`src/hdl/rrip_ship_stream_replacement_top_assert.svh`:
```
`ifndef RRIP_SHIP_STREAM_REPLACEMENT_TOP_ASSERT_SVH
`define RRIP_SHIP_STREAM_REPLACEMENT_TOP_ASSERT_SVH

`ifndef ASSERT_OFF
`define RRIP_SS_ASSERT(lbl, prop, msg) \
  lbl: assert property (@(posedge clk) disable iff (!rst_n) prop) else $error(msg);
`define RRIP_SS_ASSERT_ALWAYS(lbl, prop, msg) \
  lbl: assert property (@(posedge clk) prop) else $error(msg);
`else
`define RRIP_SS_ASSERT(lbl, prop, msg)
`define RRIP_SS_ASSERT_ALWAYS(lbl, prop, msg)
`endif

`endif

```
`src/hdl/rrip_ss_ram.sv`:
```
module rrip_ss_ram #(
  parameter int WIDTH = 8,
  parameter int DEPTH = 16,
  localparam int AW = $clog2(DEPTH)
) (
  input  logic             clk,
  input  logic             we,
  input  logic [AW-1:0]    waddr,
  input  logic [WIDTH-1:0] wdata,
  input  logic             re,
  input  logic [AW-1:0]    raddr,
  output logic [WIDTH-1:0] rdata
);

  logic [WIDTH-1:0] mem_r [DEPTH];
  logic [WIDTH-1:0] rdata_r;

  always_ff @(posedge clk) begin
    if (we) begin
      mem_r[waddr] <= wdata;
    end
    if (re) begin
      rdata_r <= mem_r[raddr];
    end
  end

  assign rdata = rdata_r;

endmodule

```
`config.mk`:
```
export PLATFORM = sky130hd
export DESIGN_NAME = rrip_ss_ram
export DESIGN_NICKNAME = d
export VERILOG_FILES = /design/src/hdl/rrip_ship_stream_replacement_top_assert.svh /design/src/hdl/rrip_ss_ram.sv
export SDC_FILE = /design/constraint.sdc
export NUM_CORES = 1
export LEC_CHECK = 0
export BUFFER_PORTS_ARGS = -buffer_cell sky130_fd_sc_hd__clkbuf_2
export CELL_PAD_IN_SITES_DETAIL_PLACEMENT = 0
export CELL_PAD_IN_SITES_GLOBAL_PLACEMENT = 1
export CORE_ASPECT_RATIO = 0.9
export CORE_MARGIN = 5
export CORE_UTILIZATION = 25
export DETAILED_ROUTE_END_ITERATION = 6
export PLACE_DENSITY = 0.5
export SLEW_MARGIN = 20
export SYNTH_ARGS = -nofsm -noshare
export SYNTH_HDL_FRONTEND = slang
export SYNTH_SLANG_ARGS = --single-unit
```
`constraint.sdc`:
```
create_clock -name clk -period 5.18 [get_ports clk]
set_input_delay 0.518 -clock clk [delete_from_list [all_inputs] [get_ports clk]]
set_output_delay 0.518 -clock clk [all_outputs]
set_load 0.01 [all_outputs]
```
==> metrics.cfg <==
[sta]
fmax_mhz=438
max_slew.worst_pin.slew_ns=1.05
post-route-period-util_pct=44.0
hold_viol=0
setup_ws_ns=2.90
setup_viol_count_final=0
period_needed_ns=2.28
totalNegativeSetupSlack_ns=0
slew_headroom_pct=29.8
finalClockSkew_ns=0.00799
rsz0062_at_grt=false
drv_slew=0

[critical_path]
worstPathArrival_ns=2.43
crit_chain=clkbuf_2 > buf_4 > mux4_1 > a22oi_1 > nand2_1
path_buf_inv=2
crit_required_ns=5.33
cp-end-kind=register
cp_slowest_cell=mux4_1
crit_path_max_incr_delay_ns=0.63
cp-start-kind=input port
critPathMaxFanout=22
worstSetupPathType=in -> reg
crit_family=buffers and inverters
r2r_setup_slack_ns=3.62

[layout]
seq_area_sq_um=4080
final_area_sq_um=6310
nNetsFinal=289
layout_common_cells=136 x edfxtp_1, 26 x clkbuf_2, 18 x mux4_2
fillers=1995
post-route-util_pct=30.5
layout-drive-gt1-share_pct=30.7
final_common_cell=edfxtp_1
area_growth_pct=20.7
diodes=0
multi_input_area_sq_um=1090

[placed_design]
dp_slack_ns=2.45
port-buffer-count=26
gp_congestion=0.671
detailed_place_hpwl_microns=7450
dpl-instance-area_sq_um=5700

[clock_tree]
post_cts_resized=0
clk_path_buf_depth=2
clk_latency_ns=0.41
cts_setup_buffers=0
cts-root-buf=clkbuf_16
path_clk_slew_ns=0.06
numCtsBuffers=17
hold_buffers=0
cts_max_level=4
clkSinkCount=136
cts_tree=done

[detailed_routing]
dr.pass1.iters=4
vias_per_cell=4.27
wire_per_inst_microns=21.5
wl_microns=12200
drc=0
first_iter_violations=157
vias=2432
ant_nets=0

[floorplan]
die_w_microns=162
dieArea_sq_um=23900
core_area_sq_um=20700
die_h_microns=147
start_util_pct=25.2
io-pin-count=27
num_rows=50

[job]
maxCapViolations=0

[synth]
yosys_warnings=0
post-synth-top-area-cell=edfxtp_1
synth_seq_cells=136
synthesis.area_sq_um=5230
syn_area_per_cell_sq_um=22.8
syn_inst=229
synth-seq-area-share_pct=78.1
synth_top_area_share_pct=78.1
synthDistinctLibCells=18
synthesis.nets=248
synthTopCellsByArea=edfxtp_1 78%, mux4_2 7.8%, mux4_1 7.0%

[power]
totalPowerFinal_mw=2.59
leakage_nw=2.03
power_density_nw_per_um2=410
irDropWorstVdd_mv=0.175
clkPwrFrac_pct=47.3
switching_power_uw=539
intPower_mw=2.05
sequentialPowerShare_pct=48.3
combPwrFrac_pct=4.5
swShare_pct=20.9

[global_route]
grt_pass1_vias=2553
grt-ovfl-total=0
grt_pass1_wl_microns=17800
grtUsageTotal_pct=10.7
antenna_found_initial=0
grt_max_degree=33

[worst_hold_path]
min_path_type=in -> reg

[outcome]
outcome=complete, no violations

## power groups by stage
stage                     registers (mW)  logic (mW)  clock network (mW)
after floorplan                     1.27      0.0626                   0
after global placement              1.27       0.115                   0
after detailed placement            1.27       0.117                   0
after CTS                           1.25       0.117                1.25
after global routing                1.25       0.126                1.30
final                               1.25       0.115                1.22
## stage by stage
step / std cells / hold slack (ns)
final: 569 / 0.518
after global routing: 569 / 0.531
after CTS: 569 / 0.494
after detailed placement: 537 / 0.748
after global placement: 537 / 0.743
after floorplan: 229 / 0.617
## registers in the layout (all words and copies together), names as in the netlist
register,flops
mem_r,128
rdata,8
## worst register-to-register path, stage by stage (launching register included)
cell and delay, ns:
edfxtp_1 0.36, mux4_1 0.51, a22oi_1 0.32, nand2_1 0.10
## metal layers
metal  wire, microns  part of all wire [%]  track usage [%]
met3             696                   5.7             2.89
met1            6220                    51             16.4
met2            5260                    43             14.6
met4              52                  0.43             3.81
met5               0                     0                0
## worst paths after layout
check | start | endpoint | depth (start not counted)
max | raddr[0] | rdata[0] | 5
min | wdata[2] | mem_r[11][2] | 1
max reg2reg | mem_r[0][0] | rdata[0] | 3
min reg2reg | mem_r[8][1] | rdata[1] | 3
## synth_stat cells
cell type          n
nand2b_1           2
nand3b_1           2
nor3_1             4
buf_4              1
nand3_1            1
mux4_1            14
buf_2              3
a22oi_1           16
and2b_1            1
nor2_1            13
edfxtp_1         136
nor2b_1            1
and2_1             1
clkdlybuf4s25_2    3
buf_6              3
mux4_2            18
nand2_1            9
or3b_2             1
## cell families (layout without fill, tap and decap cells)
family,Yosys count,count (layout),share of synthesized area [%]
flops,136,136,78.1
buf+inv,10,64,1.65
compound gates,16,16,2.30
simple gates,35,35,3.14
mux,32,32,14.8
## area by class of cell
type / count / area share (%)
clock buffers: 19 / 6.86
clock inverters: 13 / 2.74
multi-input cells: 83 / 17.2
flip-flops and latches: 136 / 64.7
well taps: 286 / 5.67
repair buffers: 32 / 2.78
Power figures use the tool's default switching activity.
