### src/hdl/rrip_ship_stream_replacement_top_assert.svh
`ifndef RRIP_SHIP_STREAM_REPLACEMENT_TOP_ASSERT_SVH
`define RRIP_SHIP_STREAM_REPLACEMENT_TOP_ASSERT_SVH

`ifndef ASSERT_OFF
`define RRIP_SS_ASSERT(lbl, prop, msg) \
  lbl: assert property (@(posedge clk) disable iff (!rst_n) prop) else $error(msg);
`define RRIP_SS_ASSERT_ALWAYS(lbl, prop, msg) \
  lbl: assert property (@(posedge clk) prop) else $error(msg);
`else
`define RRIP_SS_ASSERT(lbl, prop, msg)
`define RRIP_SS_ASSERT_ALWAYS(lbl, prop, msg)
`endif

`endif

### src/hdl/rrip_ss_pkg.sv
package rrip_ss_pkg;

  typedef struct packed {
    logic        req_type;
    logic [10:0] set_index;
    logic [3:0]  way_index;
    logic        was_hit;
    logic [63:0] phys_addr;
    logic [4:0]  pc_bits;
  } in_item_t;

  typedef struct packed {
    logic [3:0] victim_way;
    logic [1:0] insert_rrpv;
    logic       streaming;
  } out_item_t;

  typedef struct packed {
    logic [63:0] addr;
    logic [63:0] delta;
    logic [1:0]  cnt;
  } stride_ent_t;

  typedef stride_ent_t [1:0] stride_row_t;

  typedef struct packed {
    logic        streaming;
    stride_row_t row;
  } stride_res_t;

  localparam logic       REQ_VICTIM  = 1'b0;
  localparam logic       REG_THR     = 1'b0;
  localparam logic       REG_LEADER  = 1'b1;
  localparam logic [1:0] THR_RST     = 2'd3;
  localparam logic [6:0] LEADER_RST  = 7'd32;
  localparam logic [9:0] SEL_INIT    = 10'd512;
  localparam logic [9:0] SEL_MAX     = 10'd1023;
  localparam logic [15:0] LFSR_SEED  = 16'hACE1;
  localparam logic [1:0] RRPV_MAX    = 2'd3;
  localparam logic [1:0] RRPV_LONG   = 2'd2;
  localparam logic [1:0] RRPV_NEAR   = 2'd1;
  localparam logic [1:0] CNT_MAX     = 2'd3;
  localparam logic [1:0] DEAD_LIMIT  = 2'd2;
  localparam logic [1:0] SO_TRUST    = 2'd2;
  localparam int         LINE_SHIFT  = 6;

endpackage

### src/hdl/rrip_ss_stride.sv
module rrip_ss_stride
  import rrip_ss_pkg::*;
(
  input  stride_row_t cur,
  input  logic [63:0] addr,
  input  logic [1:0]  thr,
  output stride_res_t res
);

  always_comb begin
    logic [63:0] d0;
    logic [63:0] d1;
    logic        m0;
    logic        m1;
    logic [1:0]  c;
    d0 = addr - cur[0].addr;
    d1 = addr - cur[1].addr;
    m0 = (cur[0].delta != '0) && (d0 == cur[0].delta);
    m1 = (cur[1].delta != '0) && (d1 == cur[1].delta);
    c = '0;
    res.row = cur;
    res.streaming = 1'b0;
    if (m0) begin
      c = (cur[0].cnt == CNT_MAX) ? CNT_MAX : cur[0].cnt + 2'd1;
      res.row[0].cnt = c;
      res.row[0].addr = addr;
      res.streaming = (c >= thr);
    end else if (m1) begin
      c = (cur[1].cnt == CNT_MAX) ? CNT_MAX : cur[1].cnt + 2'd1;
      res.row[1].cnt = c;
      res.row[1].addr = addr;
      res.streaming = (c >= thr);
    end else if (cur[0].addr <= cur[1].addr) begin
      res.row[0].delta = d0;
      res.row[0].addr = addr;
      res.row[0].cnt = 2'd1;
    end else begin
      res.row[1].delta = d1;
      res.row[1].addr = addr;
      res.row[1].cnt = 2'd1;
    end
  end

endmodule

### config.mk
export PLATFORM = sky130hd
export DESIGN_NAME = rrip_ss_stride
export DESIGN_NICKNAME = d
export VERILOG_FILES = /design/src/hdl/rrip_ship_stream_replacement_top_assert.svh /design/src/hdl/rrip_ss_pkg.sv /design/src/hdl/rrip_ss_stride.sv
export SDC_FILE = /design/constraint.sdc
export NUM_CORES = 1
export LEC_CHECK = 0
export ABC_AREA = 1
export BUFFER_PORTS_ARGS = -buffer_cell sky130_fd_sc_hd__buf_2
export CAP_MARGIN = 20
export CORE_AREA = 2 2 227 229
export DETAILED_ROUTE_END_ITERATION = 8
export DIE_AREA = 0 0 229 231
export PLACE_DENSITY = 0.82
export SYNTH_ARGS = -nofsm -noshare
export SYNTH_HDL_FRONTEND = slang
export SYNTH_SLANG_ARGS = --single-unit
### constraint.sdc
create_clock -name vclk -period 4.97
set_input_delay 0.2485 -clock vclk [all_inputs]
set_output_delay 0.2485 -clock vclk [all_outputs]
set_load 0.01 [all_outputs]
==> metrics.log <==
INFO  metric slowest_stage = sky130_fd_sc_hd__o21ai_0
INFO  metric mappedNetlistNets = 5463
INFO  metric grt_setup_unrepaired = no
INFO  metric min_period_over_period = a little over nine tenths
INFO  metric synthesis.area = 22980 sq um
INFO  metric chipWidth = 229 microns
INFO  metric floorplan.die_area = 52900 sq um
INFO  metric layout-area-overhead-vs-synth = 16.48%
INFO  metric synthesis.area_per_instance = 4.652 sq um
INFO  metric cp-end-kind = output pin
INFO  metric min_delay_worst_endpoint = res[219]
INFO  metric detailedPlacementHpwl = roughly 110000 microns
INFO  metric maxCapViolations = 0
INFO  metric grt.overflow.total = 0
INFO  metric yosysSeqAreaShare = 0%
INFO  metric grt_antenna_before_repair = 8
INFO  metric num_vias = 33783
INFO  metric start_util = 45.35%
INFO  metric path_delay_family = simple AND/OR/NAND/NOR gates
INFO  metric place_worst_setup_slack = between 0.4 and 0.5 ns
INFO  metric holdPathStages = 4
INFO  metric worst_ep_required_time = about 4.7 ns
INFO  metric ir_worst_vdd = approximately 88 uV
INFO  metric numSequentialCells = 0
INFO  metric leakage = 17.47 nW
INFO  metric achievable-frequency = 0.2129 GHz
INFO  metric ff_latch_area = 0 sq um
INFO  metric via_per_instance_ratio = 5.483
INFO  metric filler_cell_count = just under 6000
INFO  metric detail_route.first_pass.iterations = 6
INFO  metric critical_path.n_buffers_inverters = 5
INFO  metric total_count_of_hold_check_failures_in_the_final_report = 0
INFO  metric floorplan.core_area = 50680 sq um
INFO  metric timing.critical_path.from_type = input port
INFO  metric power = a little over 4 mW
INFO  metric timing.critical_path.cells = buf_2, ha_1, nand2_1, nor2_1, inv_1, o21ai_0, nor2_1, nand2_1, nand2_1, nand2_1, nand2_1, nand3_1, nand2_1, inv_1, nand2_1, nor2_1, nand2_1, nor2_2, nand2_1, nand2_4, buf_12, nand3_1, nand2_1, buf_2
INFO  metric first_global_vias = 29696
INFO  metric floorplan.rows = 83
INFO  metric port_buffers = 587
INFO  metric slowest_delay = between 0.5 and 0.6 ns
INFO  metric period_needed = approximately 4.7 ns
INFO  metric drt_wl_total = around 120000 microns
INFO  metric pin_count_of_the_biggest_net_entering_global_routing = 119
INFO  metric path_max_fanout = approximately 60
INFO  metric setup_violations = 0
INFO  metric totalNegativeSetupSlack = 0 ns
INFO  metric p_per_area = 153.3 nW/um^2
INFO  metric chipHeight = ~230 microns
INFO  metric count_of_buffers_added_by_post_cts_timing_repair_for_setup = 0
INFO  metric detailedRoute.firstIterationViolations = ~3400
INFO  metric timing.critical_path.mode_cell = sky130_fd_sc_hd__nand2_1
INFO  metric timing.hold.ws = 0.7886 ns
INFO  metric worst-slew-pin-transition = 0.8376 ns
INFO  metric synth.distinct_cells = 48
INFO  metric ant_nets = 0
INFO  metric yosys_warnings = 0
INFO  metric fin_nets = 5998
INFO  metric slew_headroom = a little over two fifths
INFO  metric min_from = cur[219]
INFO  metric finalWorstSetupSlack = 0.2738 ns
INFO  metric final_cell_count_no_fill = approximately 6200
INFO  metric grt_usage = 43.84%
INFO  metric dp_cells = between 6000 and 7000
INFO  metric first_pass_grt_wire_length = approximately 180000 microns
INFO  metric finalMaxSlewViolations = 0
INFO  metric mostFrequentLayoutCells = sky130_fd_sc_hd__nand2_1, sky130_fd_sc_hd__inv_1, sky130_fd_sc_hd__buf_2
INFO  metric arrival = 4.45 ns
INFO  metric footprint_of_the_multi_input_gates = 18980 sq um
INFO  metric io_pins = 587
INFO  metric routedWlPerCell = 19.92 microns
INFO  metric layout_commonest_cell = sky130_fd_sc_hd__nand2_1
INFO  metric timing.hold.worst.class = input port to output pin
INFO  metric routabilityCongestion = 1.139
INFO  metric clock_buffer_count = 0
INFO  metric synth_cells = roughly 4900
INFO  metric worstSetupPathType = input port to output pin
INFO  metric layout-drive-gt1-share = 12.74%
INFO  metric drc = 0
INFO  metric status = completed
==> cell type report <==
class | instances | area share, %
multi-input cells | 3918 | 70.89
repair buffers | 644 | 13.09
inverters | 911 | 12.77
well taps | 680 | 3.178
diodes | 8 | 0.07478
==> tightest hold or removal path: cells and delay by family <==
family | cells | cell delay [ns]
and+or+nand+nor | 2 | 0.09
buffers and inverters | 2 | 0.20
==> synthesized netlist by cell type, types with 12 or more instances <==
cell                       count  area share [%]
sky130_fd_sc_hd__nor3_1       34            0.74
sky130_fd_sc_hd__xnor3_1      21             2.1
sky130_fd_sc_hd__ha_1        195              11
sky130_fd_sc_hd__inv_1       904              15
sky130_fd_sc_hd__xnor2_1      15            0.57
sky130_fd_sc_hd__buf_6        18            0.88
sky130_fd_sc_hd__nor2_1      402             6.6
sky130_fd_sc_hd__a21oi_1     171             3.7
sky130_fd_sc_hd__o21bai_1     19            0.62
sky130_fd_sc_hd__nand3_1     539              12
sky130_fd_sc_hd__clkbuf_1     39            0.64
sky130_fd_sc_hd__nand2_1    2051              33
sky130_fd_sc_hd__buf_2        41            0.89
sky130_fd_sc_hd__o21ai_0     203             4.4
sky130_fd_sc_hd__o21ai_1      41            0.89
sky130_fd_sc_hd__nand4_1     121             3.3
sky130_fd_sc_hd__xor2_1       12            0.46
==> worst max-delay path by stage <==
stage | to | depth (start not counted) | startpoint
floorplan | res[132] | 24 | addr[0]
global placement | res[221] | 25 | addr[30]
detailed placement | res[221] | 25 | addr[30]
CTS | res[221] | 25 | addr[30]
global route | res[221] | 24 | addr[30]
finish | res[221] | 24 | addr[30]
==> routing by layer <==
| metal | vias to the layer above | GRT usage (%) | wire length, microns |
|---|---|---|---|
| met5 | - | 0.4596 | 58 |
| met4 | 6 | 30.97 | 10480 |
| met3 | 462 | 7.905 | 12660 |
| met2 | 1939 | 70.10 | 51970 |
| met1 | 14841 | 53.11 | 47560 |
| li1 | 16535 | - | - |
==> per-stage QoR <==
step           util [%]  area (sq um)
2_1_floorplan         -         22980
3_3_place_gp      52.77         26740
3_5_place_dp      52.77         26740
4_1_cts           52.77         26740
5_1_grt           52.81         26760
6_report          52.82         26770
==> power by group <==
part	leakage (nW)	switching, mW	internal, mW
Combinational	17.5	2.74	1.36
Clock	0.0000507	0	0.000000172
Sequential	0	0	0
Total	17.5	2.74	1.36
==> cell families (layout without fill, tap and decap cells) <==
kind of cell	count (synthesis)	count (layout)	share of synthesized area, %
adder cells (fa/ha/maj)	197	197	10.79
AO/OA/AOI/OAI	453	453	10.31
AND/OR/NAND/NOR	3220	3220	58.20
buffers and inverters	1022	1555	17.61
XOR/XNOR	48	48	3.087
other	0	8	0
==> repair_timing <==
| action | in CTS | in global routing |
|---|---|---|
| setup endpoints to repair | 0 | 1 |
| hold buffers | 0 | 0 |
| resized for setup | 0 | 1 |
(Power assumes the default switching activity.)
